$ cat config.mk
export PLATFORM = sky130hd
export DESIGN_NAME = i2c_master_register_transfer_fsm_unit
export DESIGN_NICKNAME = d
export VERILOG_FILES = /design/src/rtl/i2cm_pkg.sv /design/src/rtl/i2cm_wbuf.sv /design/src/rtl/i2c_master_register_transfer_fsm_unit.sv
export SDC_FILE = /design/constraint.sdc
export NUM_CORES = 2
export LEC_CHECK = 0
export BUFFER_PORTS_ARGS = -buffer_cell sky130_fd_sc_hd__buf_2
export CAP_MARGIN = 20
export CORE_ASPECT_RATIO = 0.7
export CORE_MARGIN = 2
export CORE_UTILIZATION = 47
export CTS_CLUSTER_DIAMETER = 150
export DETAILED_ROUTE_END_ITERATION = 12
export GPL_ROUTABILITY_DRIVEN = 0
export SLEW_MARGIN = 10
export SYNTH_ARGS = -nofsm -noshare
export SYNTH_HDL_FRONTEND = slang
export SYNTH_SLANG_ARGS = --single-unit
$ cat constraint.sdc
create_clock -name clock -period 7.4 [get_ports clock]
set_input_delay 0 -clock clock [delete_from_list [all_inputs] [get_ports clock]]
set_output_delay 0 -clock clock [all_outputs]
set_load 0.02 [all_outputs]
$ cat src/rtl/i2cm_pkg.sv
// Shared types, status codes and action codes for the I2C master register transfer unit.
`default_nettype none
package i2cm_pkg;

   // Transfer length cap and write buffer geometry
   localparam int unsigned MAX_LEN   = 256;
   localparam int unsigned LEN_W     = 9;
   localparam int unsigned BUF_DEPTH = 256;
   localparam int unsigned BUF_AW    = $clog2(BUF_DEPTH);
   localparam logic [LEN_W-1:0] LEN_CAP =
      LEN_W'((MAX_LEN > ((1 << LEN_W) - 1)) ? ((1 << LEN_W) - 1) : MAX_LEN);

   // Item operations
   localparam logic [1:0] OP_START = 2'd0;
   localparam logic [1:0] OP_LOAD  = 2'd1;
   localparam logic [1:0] OP_EVENT = 2'd2;

   // Controller status codes
   localparam logic [7:0] ST_START     = 8'h08;
   localparam logic [7:0] ST_RESTART   = 8'h10;
   localparam logic [7:0] ST_ADDR_ACK  = 8'h18;
   localparam logic [7:0] ST_DATA_ACK  = 8'h28;
   localparam logic [7:0] ST_ARB_LOST  = 8'h38;
   localparam logic [7:0] ST_RADDR_ACK = 8'h40;
   localparam logic [7:0] ST_RX_ACK    = 8'h50;
   localparam logic [7:0] ST_RX_NACK   = 8'h58;
   localparam logic [7:0] WRITE_MASK   = 8'hFE;

   // START and acknowledge control actions
   localparam logic [1:0] CTL_NONE  = 2'd0;
   localparam logic [1:0] CTL_SET   = 2'd1;
   localparam logic [1:0] CTL_CLEAR = 2'd2;

   // Completion codes
   localparam logic [1:0] DONE_BUSY  = 2'd0;
   localparam logic [1:0] DONE_READ  = 2'd1;
   localparam logic [1:0] DONE_WRITE = 2'd2;

   typedef struct packed {
      logic [1:0]       op;
      logic [7:0]       target_byte;
      logic [7:0]       first_register;
      logic [LEN_W-1:0] length;
      logic [7:0]       load_index;
      logic [7:0]       load_data;
      logic [7:0]       status_code;
      logic [7:0]       bus_data_in;
   } req_type;

   typedef struct packed {
      logic       data_out_valid;
      logic [7:0] data_out;
      logic [1:0] start_action;
      logic       stop_set;
      logic [1:0] ack_action;
      logic       clear_si;
      logic       rx_valid;
      logic [7:0] rx_index;
      logic [7:0] rx_byte;
      logic [1:0] done_res;
      logic       error_flag;
      logic [7:0] error_status;
   } rsp_type;

   typedef struct packed {
      logic              en;
      logic [BUF_AW-1:0] addr;
      logic [7:0]        data;
   } wbuf_wr_type;

endpackage
`default_nettype wire

$ cat src/rtl/i2cm_wbuf.sv
// Write byte buffer: one write port, one registered read port with write bypass.
`default_nettype none
module i2cm_wbuf (
   input  logic                         clock,
   input  i2cm_pkg::wbuf_wr_type        wr,
   input  logic [i2cm_pkg::BUF_AW-1:0]  rd_addr,
   output logic [7:0]                   rd_data
);
   import i2cm_pkg::*;

   logic [7:0] mem [BUF_DEPTH];
   logic [7:0] rd_data_ff;

   always_ff @(posedge clock) begin
      if (wr.en) begin
         mem[wr.addr] <= wr.data;
      end
   end

   // Forward a same-cycle write so the read reflects the updated entry
   always_ff @(posedge clock) begin
      if (wr.en && (wr.addr == rd_addr)) begin
         rd_data_ff <= wr.data;
      end else begin
         rd_data_ff <= mem[rd_addr];
      end
   end

   assign rd_data = rd_data_ff;

endmodule
`default_nettype wire

$ cat src/rtl/i2c_master_register_transfer_fsm_unit.sv
// Top level of the I2C master register transfer sequencer.
`default_nettype none
// Sequences an I2C master register transfer from controller status codes. A start
// item latches target byte, first register and length (capped at MAX_LEN); load
// items fill the 256-byte write buffer; each status event item returns one action
// set. Every item yields exactly one result. One item is taken per clock unless a
// stalled result holds the input register; an item passes through the input
// register, then the result register. The next write byte is kept prefetched by the
// buffer's registered read port at the byte pointer, so a data-ACK event needs no buffer read wait.
module i2c_master_register_transfer_fsm_unit (
   input  logic              clock,
   input  logic              reset,
   input  logic              req_valid,
   output logic              req_stall,
   input  i2cm_pkg::req_type req_data,
   output logic              rsp_valid,
   input  logic              rsp_stall,
   output i2cm_pkg::rsp_type rsp_data
);
   import i2cm_pkg::*;

   logic              s1_valid_ff, s1_valid_in;
   req_type           s1_ff;
   logic              rsp_valid_ff, rsp_valid_in;
   rsp_type           rsp_ff, rsp_in;
   logic [7:0]        target_ff, target_in;
   logic [7:0]        first_reg_ff, first_reg_in;
   logic [LEN_W-1:0]  rem_ff, rem_in;
   logic [LEN_W-1:0]  rem_dec;
   logic [BUF_AW-1:0] bp_ff, bp_in;
   logic [7:0]        buf_rd;
   wbuf_wr_type       wr;
   logic [1:0]        mode_done;
   logic              advance;
   logic              fire;
   logic              req_accept;

   assign advance    = !rsp_valid_ff || !rsp_stall;
   assign fire       = s1_valid_ff && advance;
   assign req_stall  = s1_valid_ff && !advance;
   assign req_accept = req_valid && !req_stall;

   assign rsp_valid = rsp_valid_ff;
   assign rsp_data  = rsp_ff;

   i2cm_wbuf u_wbuf (
      .clock   (clock),
      .wr      (wr),
      .rd_addr (bp_in),
      .rd_data (buf_rd)
   );

   always_comb begin
      s1_valid_in  = req_accept ? 1'b1 : (fire ? 1'b0 : s1_valid_ff);
      rsp_valid_in = fire ? 1'b1 : ((rsp_valid_ff && !rsp_stall) ? 1'b0 : rsp_valid_ff);
   end

   always_comb begin
      rsp_in       = '0;
      target_in    = target_ff;
      first_reg_in = first_reg_ff;
      rem_in       = rem_ff;
      bp_in        = bp_ff;
      wr           = '0;
      rem_dec      = (rem_ff != '0) ? rem_ff - LEN_W'(1) : '0;
      mode_done    = target_ff[0] ? DONE_READ : DONE_WRITE;
      if (fire) begin
         unique case (s1_ff.op)
            OP_START: begin
               target_in           = s1_ff.target_byte;
               first_reg_in        = s1_ff.first_register;
               rem_in              = (s1_ff.length > LEN_CAP) ? LEN_CAP : s1_ff.length;
               bp_in               = '0;
               rsp_in.start_action = CTL_SET;
            end
            OP_LOAD: begin
               wr.en   = 1'b1;
               wr.addr = s1_ff.load_index[BUF_AW-1:0];
               wr.data = s1_ff.load_data;
            end
            OP_EVENT: begin
               unique case (s1_ff.status_code)
                  ST_START: begin
                     rsp_in.data_out_valid = 1'b1;
                     rsp_in.data_out       = target_ff & WRITE_MASK;
                     rsp_in.clear_si       = 1'b1;
                  end
                  ST_RESTART: begin
                     rsp_in.data_out_valid = 1'b1;
                     rsp_in.data_out       = target_ff | 8'h01;
                     rsp_in.clear_si       = 1'b1;
                  end
                  ST_ADDR_ACK: begin
                     rsp_in.start_action = CTL_CLEAR;
                     rsp_in.clear_si     = 1'b1;
                     if (rem_ff == '0) begin
                        rsp_in.stop_set = 1'b1;
                        rsp_in.done_res = mode_done;
                     end else begin
                        rsp_in.data_out_valid = 1'b1;
                        rsp_in.data_out       = first_reg_ff;
                     end
                  end
                  ST_DATA_ACK: begin
                     rsp_in.clear_si = 1'b1;
                     if (target_ff[0]) begin
                        // Register index sent: repeated start for the read phase
                        rsp_in.start_action = CTL_SET;
                     end else if (rem_ff == '0) begin
                        rsp_in.start_action = CTL_CLEAR;
                        rsp_in.stop_set     = 1'b1;
                        rsp_in.done_res     = mode_done;
                     end else begin
                        rsp_in.data_out_valid = 1'b1;
                        rsp_in.data_out       = buf_rd;
                        bp_in                 = bp_ff + BUF_AW'(1);
                        rem_in                = rem_dec;
                     end
                  end
                  ST_RADDR_ACK: begin
                     rsp_in.start_action = CTL_CLEAR;
                     rsp_in.ack_action   = (rem_ff > LEN_W'(1)) ? CTL_SET : CTL_CLEAR;
                     rsp_in.clear_si     = 1'b1;
                  end
                  ST_RX_ACK: begin
                     rsp_in.rx_valid   = 1'b1;
                     rsp_in.rx_index   = 8'(bp_ff);
                     rsp_in.rx_byte    = s1_ff.bus_data_in;
                     bp_in             = bp_ff + BUF_AW'(1);
                     rem_in            = rem_dec;
                     // NACK the byte that follows if it is the last one
                     rsp_in.ack_action = (rem_dec == LEN_W'(1)) ? CTL_CLEAR : CTL_SET;
                     rsp_in.clear_si   = 1'b1;
                  end
                  ST_RX_NACK: begin
                     rsp_in.rx_valid     = 1'b1;
                     rsp_in.rx_index     = 8'(bp_ff);
                     rsp_in.rx_byte      = s1_ff.bus_data_in;
                     rsp_in.start_action = CTL_CLEAR;
                     rsp_in.stop_set     = 1'b1;
                     rsp_in.clear_si     = 1'b1;
                     rsp_in.done_res     = mode_done;
                  end
                  ST_ARB_LOST: begin
                     // Bus is lost: no STOP, leave SI alone
                     rsp_in.done_res     = mode_done;
                     rsp_in.error_flag   = 1'b1;
                     rsp_in.error_status = s1_ff.status_code;
                  end
                  default: begin
                     rsp_in.error_flag   = 1'b1;
                     rsp_in.error_status = s1_ff.status_code;
                     rsp_in.start_action = CTL_CLEAR;
                     rsp_in.stop_set     = 1'b1;
                     rsp_in.clear_si     = 1'b1;
                     rsp_in.done_res     = mode_done;
                  end
               endcase
            end
            default: begin
            end
         endcase
      end
   end

   always_ff @(posedge clock) begin
      if (reset) begin
         s1_valid_ff  <= 1'b0;
         rsp_valid_ff <= 1'b0;
         target_ff    <= '0;
         first_reg_ff <= '0;
         rem_ff       <= '0;
         bp_ff        <= '0;
      end else begin
         s1_valid_ff  <= s1_valid_in;
         rsp_valid_ff <= rsp_valid_in;
         target_ff    <= target_in;
         first_reg_ff <= first_reg_in;
         rem_ff       <= rem_in;
         bp_ff        <= bp_in;
      end
   end

   always_ff @(posedge clock) begin
      if (req_accept) begin
         s1_ff <= req_data;
      end
      if (fire) begin
         rsp_ff <= rsp_in;
      end
   end

`ifndef SYNTHESIS
   a_hold_stalled_item: assert property (@(posedge clock) disable iff (reset)
      (s1_valid_ff && !fire) |=> s1_valid_ff)
      else $error("input stage dropped an item it had not processed");

   a_rem_capped: assert property (@(posedge clock) disable iff (reset)
      rem_ff <= LEN_CAP)
      else $error("remaining count above length cap");

   a_stop_clears_si: assert property (@(posedge clock) disable iff (reset)
      (rsp_valid && rsp_data.stop_set) |-> rsp_data.clear_si)
      else $error("STOP requested without SI clear");

   a_rx_no_tx: assert property (@(posedge clock) disable iff (reset)
      (rsp_valid && rsp_data.rx_valid) |-> !rsp_data.data_out_valid)
      else $error("received byte and transmit byte in one result");
`endif

endmodule
`default_nettype wire

==> impl_results.md <==
- Vias in the first global route: ~43000
- Arr. time, crit path: 4.90 ns
- Main combinational cell family by area after synthesis: multiplexers
- R2R setup slack: ~2.9 ns
- Crit share post-route: approximately three fifths
- PwrDens: 251 nW/um^2
- Chip height: between 300 and 400 um
- Slowest CP cell: nor2_1
- Rows: 130
- Die Footprint: roughly 180000 sq um
- Final setup fails: 0
- FILL cells: between 10000 and 15000
- Cell Area, Synth: ~85000 sq um
- Xor/xnor cell area share of the yosys netlist: 0.0514%
- Largest net degree at the start of global routing: ~210
- Worst R2R End: u_wbuf.mem[104][4]
- Post-cts resize count: 0
- Post-synth top cells: 2150 x edfxtp_1, 486 x mux4_2, 323 x nor2_1, 128 x nand2_1, 110 x clkbuf_1
- Most frequent cell after synthesis: edfxtp_1
- Fraction of registers with async set/reset: 0%
- Compound-Gate Fraction of Synth Area: under 10%
- Initial Util: 47.4%
- Post-route DRC: 0
- Worst hold stages: 3
- Die Span X: ~500 um
- Total Power: between 20000 and 25000 uW
- CTS Buf Count: around 200
- Worst-case clock buffer depth: 3
- Clk root buf: clkbuf_16
- Register Area: roughly 65000 sq um
- Final Skew: around 0.030 ns
- Max-Cap Viols: 0
- Synth area leaders: edfxtp_1 76%, mux4_2 13%, nor2_1 1.4%
- Post-synthesis adder-cell area fraction: less than 1%
- GRT Residual Overflow: 0
- Mapped Cells: ~4200
- DP HPWL: ~150000 um
- 1st-pass router iterations: 9
- Slew headroom: 19.0%
- P&R area growth vs syn: 12.9%
- CP startpoint kind: flip-flop
- Cell Count, Final, Fillers Out: around 7000
- Cells on worst reg2reg path: 5
- Slowest stage delay, CP: 1.02 ns
- CTS tree: built
- Post-synth EDFFs: 2150
- Core Area: between 150000 and 200000 sq um
- Hold crit path type: input pin to flip-flop
- Seq cells post-synth: around 2200
- Setup CP Type: flip-flop to flip-flop
- Reg-to-Reg Start: s1_ff[58]
- Mux contribution to synthesized area: 14.3%
- Synth Area in Simple Gates: between 3 and 4%
- Post-synthesis sequential area ratio: about three quarters
- Synth warn: 0
- Lkg Pwr: roughly 0.033 uW
- Post-synth cell types: 86
- Worst setup EP type: flip-flop
- Final Slew Violations: 0
- # port buffers: 107
- Setup TNS Final: 0 ns
- H-tree depth: 4
- Wirelength, routed: approximately 250000 um
- Final nets: 4545
- Post-route ant nets: 0
- Hold Startpoint: req_valid
- Final instance area: a little under 100000 sq um
- Post-synth top area share: 75.8%
- Footprint of the multi-input gates: about 19000 sq um
- Share of layout cells above drive strength 1: 23.0%
- GRT Util Overall: 26.7%
- WP data required: ~7.8 ns
- Worst skew pair latency: between 0.8 and 0.9 ns
- Syn Area/Cell: 20.3 sq um
- WL/cell: 35.3 um
- Via count: ~45000
- Synth Flop Type: edfxtp_1
- Initial antenna violation count: 9
- Mapped Nets: 4260
- Io pins: 108
- Slew @ Worst Pin: 1.20 ns
- Crit path max fanout: 32
- WHS Endpoint: s1_ff[51]
- Global-route wire length before repair: 345000 um
- Outcome: finished clean
- Final min period: 4.47 ns
- Largest area contributor in the netlist: edfxtp_1
- Worst IR Drop VDD: 0.227 mV
- Clk sinks: about 2200
- CP Cell Sequence: buf_4 > nand4b_1 > nor3b_1 > nand2_1 > nor2_1
- Placed cells: 6527
- RSZ-0062 raised after global routing: false
- Fin util: roughly 54%
- Buf/Inv on CP: 1
- Hold Fails Final Rpt: 0
- Starting DRT DRC Count: approximately 7500
- DP Area: roughly 88000 sq um
- Clk slew on worst S/H paths: approximately 0.07 ns
- Critical path's top delay family: simple AND/OR/NAND/NOR gates
- Ant. Diodes: 0
- Peak Freq: ~220 MHz
- Vias per inst: roughly 6.5
state kept, by name, indices dropped and copies added (netlist names), 8 cells and up, named ones only:
signal / flops
bp_ff: 8
s1_ff: 59
rsp_data: 43
first_reg_ff: 8
u_wbuf.mem: 2048
target_ff: 8
rem_ff: 9
layout by cell type, fill, tap and decap left out, types with 36 or more instances in the layout:
| cell | count |
|---|---|
| edfxtp_1 | 2150 |
| clkinv_1 | 41 |
| a22oi_1 | 73 |
| dlygate4sd3_1 | 126 |
| nand3_1 | 49 |
| dfxtp_1 | 36 |
| o22ai_1 | 51 |
| nor2_1 | 321 |
| clkinv_2 | 46 |
| a21oi_1 | 70 |
| mux4_2 | 486 |
| mux2i_1 | 102 |
| buf_4 | 82 |
| clkbuf_16 | 201 |
| o21ai_0 | 57 |
| buf_2 | 110 |
| nand2_1 | 119 |
metrics by stage:
| step | worst slack, ns | hold slack (ns) |
|---|---|---|
| final | 2.93 | 0.262 |
| after global routing | 2.97 | 0.261 |
| after detailed placement | 3.23 | 0.178 |
| after global placement | 2.34 | 0.176 |
| after floorplan | 1.90 | 0.0989 |
| after CTS | 3.21 | 0.174 |
worst max path at each step:
stage | startpoint | end | slack (ns) | depth (start not counted)
after floorplan | rsp_valid | u_wbuf.mem[0][0] | 1.90 | 5
after global placement | flip-flop | rsp_data[35] | 2.34 | 7
after detailed placement | s1_ff[58] | u_wbuf.mem[104][4] | 3.23 | 5
after CTS | s1_ff[58] | u_wbuf.mem[105][0] | 3.21 | 5
after global routing | s1_ff[58] | u_wbuf.mem[104][5] | 2.97 | 5
final | s1_ff[58] | u_wbuf.mem[104][4] | 2.93 | 5
power breakdown:
part / internal, uW / switching (uW) / total (uW) / leakage [uW]
logic: 93.4 / 174 / 268 / 0.00601
clock network: 5700 / 4590 / 10300 / 0.00313
registers: 13500 / 24.3 / 13500 / 0.0243
final cells by class:
cell class / count / share of cell area, %
clock inverter: 126 / 1.25
tap: 2376 / 3.09
timing repair buffer: 335 / 2.85
multi-input combinational: 1741 / 19.3
inverter: 12 / 0.0481
sequential: 2193 / 68.1
clock buffer: 237 / 5.39
cells by family (layout without fill, tap and decap cells):
family | Yosys count | in the layout
DFF | 2193 | 2193
buffers and inverters | 259 | 710
xor gates and xnor gates | 5 | 5
and+or+nand+nor | 710 | 710
AOI/OAI and AO/OA | 418 | 418
adders and majority gates | 4 | 4
muxes | 604 | 604
tightest hold or removal path, cell delays in order:
cell and delay, ns:
dlygate4sd3_1 0.55, buf_2 0.14, nor2b_4 0.21
timing repair:
item / in CTS / in global routing
buffers inserted: 0 / 0
hold buffers: 126 / 0
hold endpoints to repair: 115 / 0
endpoints found under the setup margin: 0 / 0
routing by layer:
metal / global-route usage (%) / part of all wire (%) / vias up
li1: - / - / 17948
met1: 41.5 / 42 / 24219
met2: 36.5 / 42 / 2898
met3: 7.79 / 13 / 402
met4: 7.33 / 2.8 / 4
met5: 0 / 0.0089 / -
(Power assumes the default switching activity.)
